===== config.mk =====
export PLATFORM = sky130hd
export DESIGN_NAME = skr_out_reg
export DESIGN_NICKNAME = d
export VERILOG_FILES = /design/src/skr_pkg.sv /design/src/skr_out_reg.sv
export SDC_FILE = /design/constraint.sdc
export NUM_CORES = 1
export LEC_CHECK = 0
export ABC_AREA = 0
export CAP_MARGIN = 40
export CORE_MARGIN = 8
export CORE_UTILIZATION = 52
export DETAILED_ROUTE_END_ITERATION = 12
export DONT_BUFFER_PORTS = 1
export MAX_ROUTING_LAYER = met4
export PLACE_DENSITY_LB_ADDON = 0.2
export SLEW_MARGIN = 10
export SYNTH_ARGS = -nofsm -noshare
export SYNTH_HDL_FRONTEND = slang
export SYNTH_SLANG_ARGS = --single-unit

===== constraint.sdc =====
create_clock -name aclk -period 1.05 [get_ports aclk]
set_input_delay 0.0525 -clock aclk [delete_from_list [all_inputs] [get_ports aclk]]
set_output_delay 0.0525 -clock aclk [all_outputs]
set_load 0.1 [all_outputs]

===== src/skr_pkg.sv =====
`timescale 1ns / 1ps
// types and constants shared by the skyline packer modules
// no dependencies
package skr_pkg;

    localparam int unsigned DIM_W   = 14;
    localparam int unsigned RECT_W  = 13;
    localparam int unsigned PAD_W   = 4;
    localparam logic [DIM_W-1:0] ATLAS_LIMIT = 14'd8192;

    typedef enum logic [2:0] {
        STS_PLACED  = 3'd0,
        STS_EMPTY   = 3'd1,
        STS_NOROOM  = 3'd2,
        STS_FULL    = 3'd3,
        STS_CLEARED = 3'd4
    } status_t;

    typedef enum logic [1:0] {
        REG_ATLAS_WIDTH  = 2'd0,
        REG_ATLAS_HEIGHT = 2'd1,
        REG_PADDING      = 2'd2
    } reg_index_t;

    typedef enum logic [3:0] {
        ST_INIT, ST_IDLE, ST_RD_I, ST_EV_I, ST_RD_J, ST_EV_J, ST_CAND, ST_FIN,
        ST_CP_RD, ST_CP_WR, ST_WR_B, ST_WR_E, ST_CLR, ST_RES
    } state_t;

    typedef struct packed {
        logic [DIM_W-1:0] x;
        logic [DIM_W-1:0] y;
    } node_t;

    typedef struct packed {
        logic [DIM_W-1:0] aw;
        logic [DIM_W-1:0] ah;
        logic [PAD_W-1:0] pad;
    } cfg_t;

    typedef struct packed {
        status_t           status;
        logic [RECT_W-1:0] x;
        logic [RECT_W-1:0] y;
    } res_t;

endpackage


===== src/skr_out_reg.sv =====
`timescale 1ns / 1ps
// result output register, frees the sequencer while the receiver stalls
// depends on skr_pkg
module skr_out_reg
    import skr_pkg::*;
(
    input  logic aclk,
    input  logic aresetn,
    input  logic in_valid,
    output logic in_ready,
    input  res_t in_res,
    output logic out_valid,
    input  logic out_ready,
    output res_t out_res
);

    logic valid_reg, valid_next;
    res_t res_reg, res_next;

    assign in_ready = !valid_reg || out_ready;

    always_comb begin
        valid_next = valid_reg;
        res_next   = res_reg;
        if (in_ready) begin
            valid_next = in_valid;
            if (in_valid) res_next = in_res;
        end
    end

    always_ff @(posedge aclk) begin
        if (!aresetn) begin
            valid_reg <= 1'b0;
        end else begin
            valid_reg <= valid_next;
        end
        res_reg <= res_next;
    end

    assign out_valid = valid_reg;
    assign out_res   = res_reg;

endmodule


==> key figures, run 1 <==
Status
  • Outcome: did not finish
  • Failed at: detailed placement
  • Tool error: [ERROR DPL-0033] detailed placement checks failed during check placement.

Logic synthesis
  • Syn_nets: 67
  • Synth cell types: 6
  • Cell Area, Synth: 928 sq um
  • Gate count of the mapped netlist: 34
  • Yosys warnings: 0
  • Yosys reg bits: 30
  • Sequential share of the synthesized area: 96.0%
  • Average size of a mapped cell: 27.3 sq um

Floorplanning
  • I/O pin count: 64
  • Row count: 15
  • Die X: 58.3 microns
  • Die Height: roughly 58 microns
  • Starting Density: 54.4%

Placement
  • Placer Congestion: a little under 0.7
  • HPWL Detailed: between 2000 and 2500 microns
  • Port Buf Inserts: 0
-- through the flow --
stage | hold slack [ns] | setup WS (ns) | setup TNS (ns) | cell area (sq um) | std cells
floorplan | 0.151 | -0.419 | -12.14 | 932 | 34
global placement | 0.151 | 0.0567 | 0 | 1600 | 92
-- synthesized netlist by cell type (all sizes together) --
cell type | instances | area share (%)
nand2b | 1 | 1.5
a21boi | 1 | 1.2
edfxtp | 29 | 94
dfxtp | 1 | 2.2
inv | 1 | 0.40
and2 | 1 | 0.94
-- cell families after synthesis --
family	synth area share, %
buffers and inverters	0.404
AOI/OAI and AO/OA	1.21
DFF	96.0
and+or+nand+nor	2.43
==> inputs of run 2 (changes only) <==
- CORE_AREA: unset -> 8 8 69 71
- CORE_MARGIN: 8 -> unset
- CORE_UTILIZATION: 52 -> unset
- DIE_AREA: unset -> 0 0 77 79
- MAX_ROUTING_LAYER: met4 -> unset
- PLACE_DENSITY_LB_ADDON: 0.2 -> 0.15
- clock period: 1.05 -> 1.35 ns (I/O delays scaled with it)
==> key figures, run 2 <==
Placement
  • Port Buf Inserts: 0 (unchanged)
  • Placer Congestion: 0.730 (was 0.691)
  • Dpl cell area: 1270 sq um
  • Dpl ws: between 0.3 and 0.4 ns

Timing
  • Max Fclk: approximately 950 MHz
  • Rel. slew slack: between 80% and 90%
  • RSZ-0062 raised after global routing: false
  • Hold Slack: 0.215 ns
  • Setup Skew: around 0.0033 ns
  • Final hold vios: 0
  • Post-route minimum period: 1.05 ns
  • Slew @ Worst Pin: between 0.2 and 0.3 ns
  • Fin crit share: just under 80%
  • Setup violations, final: 0
  • Max Transition Viols Final: 0
  • Fin worst setup slack: between 0.2 and 0.3 ns

Floorplanning
  • Die X: 77 microns (was 58.3 microns)
  • Area of the die: approximately 6000 sq um
  • Starting Density: 24.4% (was 54.4%)
  • Die Height: 79 microns (was 58.3 microns)
  • I/O pin count: 64 (unchanged)
  • Row count: 23 (was 15)
  • Core area: about 3800 sq um

Worst hold path
  • Hold EP: out_res[2]
  • Worst Hold Class: in2reg
  • Hold depth: 2
  • Min-Delay Startpoint: in_valid

Layout
  • Antenna diodes: 0
  • Max FFs per register: 29
  • Area Growth Syn to Fin: 78.7%
  • Nets: about 140
  • Layout cells sized above 1: 40.6%
  • Most frequent cells in the layout: 31 x dlygate4sd3_1, 31 x buf_4, 29 x edfxtp_1, 5 x clkbuf_8, 2 x buf_12
  • Finished Cell Area: ~1700 sq um

GRT
  • Initial antenna violation count: 0
  • Grt total ovfl: 0
  • Vias in the first global route: around 670
  • Largest net degree at the start of global routing: 16
  • Global-route wire length before repair: around 3500 microns
  • Total track usage: under 10%

Logic synthesis
  • Share of the synthesized area in the top cell type: 93.8% (unchanged)
  • Yosys warnings: 0 (unchanged)
  • Synth area leaders: edfxtp_1 94%, dfxtp_1 2.2%, nand2b_4 1.5% (unchanged)
  • Synth cell types: 6 (unchanged)
  • Number of flops mapped to enable cells by yosys: 29 (unchanged)
  • Yosys reg bits: 30 (unchanged)
  • Cell Area, Synth: 928 sq um (unchanged)
  • Ys flop type: edfxtp_1 (unchanged)
  • Fraction of registers with async set/reset: 0% (unchanged)
  • Top-count cell post-synth: edfxtp_1 (unchanged)
  • Gate count of the mapped netlist: 34 (unchanged)
  • Yosys top cell by area: edfxtp_1 (unchanged)
  • Syn_nets: 67 (unchanged)
  • Sequential share of the synthesized area: 96.0% (unchanged)
  • Average size of a mapped cell: 27.3 sq um (unchanged)

Detailed routing
  • Via/cell ratio: 3.77
  • DRT iter0 DRCs: 1
  • Routed len/inst: approximately 14 microns
  • Antenna-violating nets left: 0
  • DRC Markers: 0
  • Vias: approximately 590
  • WL final: 2240 microns
  • DRT Pass-1 Iters: 4

Status
  • Outcome: completed (was did not finish)

Worst setup path
  • Startpoint types: flop
  • RR Startpoint: out_valid
  • Critical path arrival: between 0.9 and 1 ns
  • CP Max Fanout: 2
  • Worst Setup Path Type: reg2out
  • R2R setup slack: 0.33 ns
  • R2r worst-path depth: 3
  • WP data required: between 1 and 1.5 ns
  • Worst r2r dst: out_res[20]
  • Crit path capture type: output pin

Pwr
  • Worst VDD drop: a little over 0.0006 V
  • PD cells: approximately 1400 nW/um^2
  • Leakage power: 0.649 nW

Clock tree
  • Postcts setup bufs: 0
  • Max Root-Sink Buffers: 2
  • Clock latency on the worst-skew pair: 0.27 ns
  • H-tree depth: 2
  • Clk sinks: 30
  • CTS tree: yes
  • Clock Tree Root: clkbuf_8
  • TritonCTS Buffers: 5
  • Clock transition at path regs: around 0.06 ns

Job
  • Max_cap viols: 0
-- run 2: cell counts after synthesis --
No cell type changed its count.
-- run 2: kinds of logic (layout without fill, tap and decap cells) --
family | after synthesis | in the layout | synth area share (%)
simple gates | 2 | 2 | 2.43
buf+inv | 1 | 73 | 0.404
compound gates | 1 | 1 | 1.21
flops | 30 | 30 | 96.0
-- run 2: how the worst max path moves through the flow --
stage / startpoint / end
floorplan: out_valid / out_res[0]
global placement: out_valid / out_res[20]
detailed placement: out_valid / out_res[20]
CTS: out_valid / in_ready
global route: out_valid / in_ready
finish: out_valid / in_ready
-- run 2: routing by layer --
metal,global-route usage (%),part of all wire (%),vias up
met1,6.46,32,264
met4,4.53,2.1,0
li1,-,-,274
met2,12.3,50,44
met3,7.45,16,6
met5,0,0,-
-- run 2: timing repair --
action / in CTS / in global routing
hold buffers: 31 / 0
endpoints found under the hold margin: 30 / 0
resized for setup: 0 / 0
-- run 2: area by class of cell --
class | instances | area (sq um)
Clock buffer | 6 | 72.6
Fill cell | 350 | 2140
Inverter | 1 | 3.75
Sequential cell | 30 | 895
Timing Repair Buffer | 64 | 583
Tap cell | 50 | 62.6
Multi-Input combinational cell | 3 | 33.8
Clock inverter | 2 | 8.76
-- run 2: power breakdown --
part	total [mW]	leakage [nW]	internal (mW)	switching, mW
Clock	0.648	0.0426	0.353	0.296
Combinational	0.594	0.317	0.146	0.448
Sequential	1.10	0.289	1.09	0.0154
Total	2.34	0.649	1.58	0.759
-- run 2: critical path, cell delays in order (launching register included) --
cell and delay, ns:
dfxtp_4 0.35, nand2b_4 0.06, buf_4 0.29
-- run 2: through the flow --
stage               setup TNS (ns)  total power, mW  std cells  util (%)
global route                     0             2.45        156      43.7
CTS                              0             2.38        156      43.7
global placement                 0             1.65        117      33.4
floorplan                    -3.47             1.54         34         -
detailed placement               0             1.65        117      33.4
finish                           0             2.34        156      43.7
No activity file was read; power rests on OpenSTA's default activity.
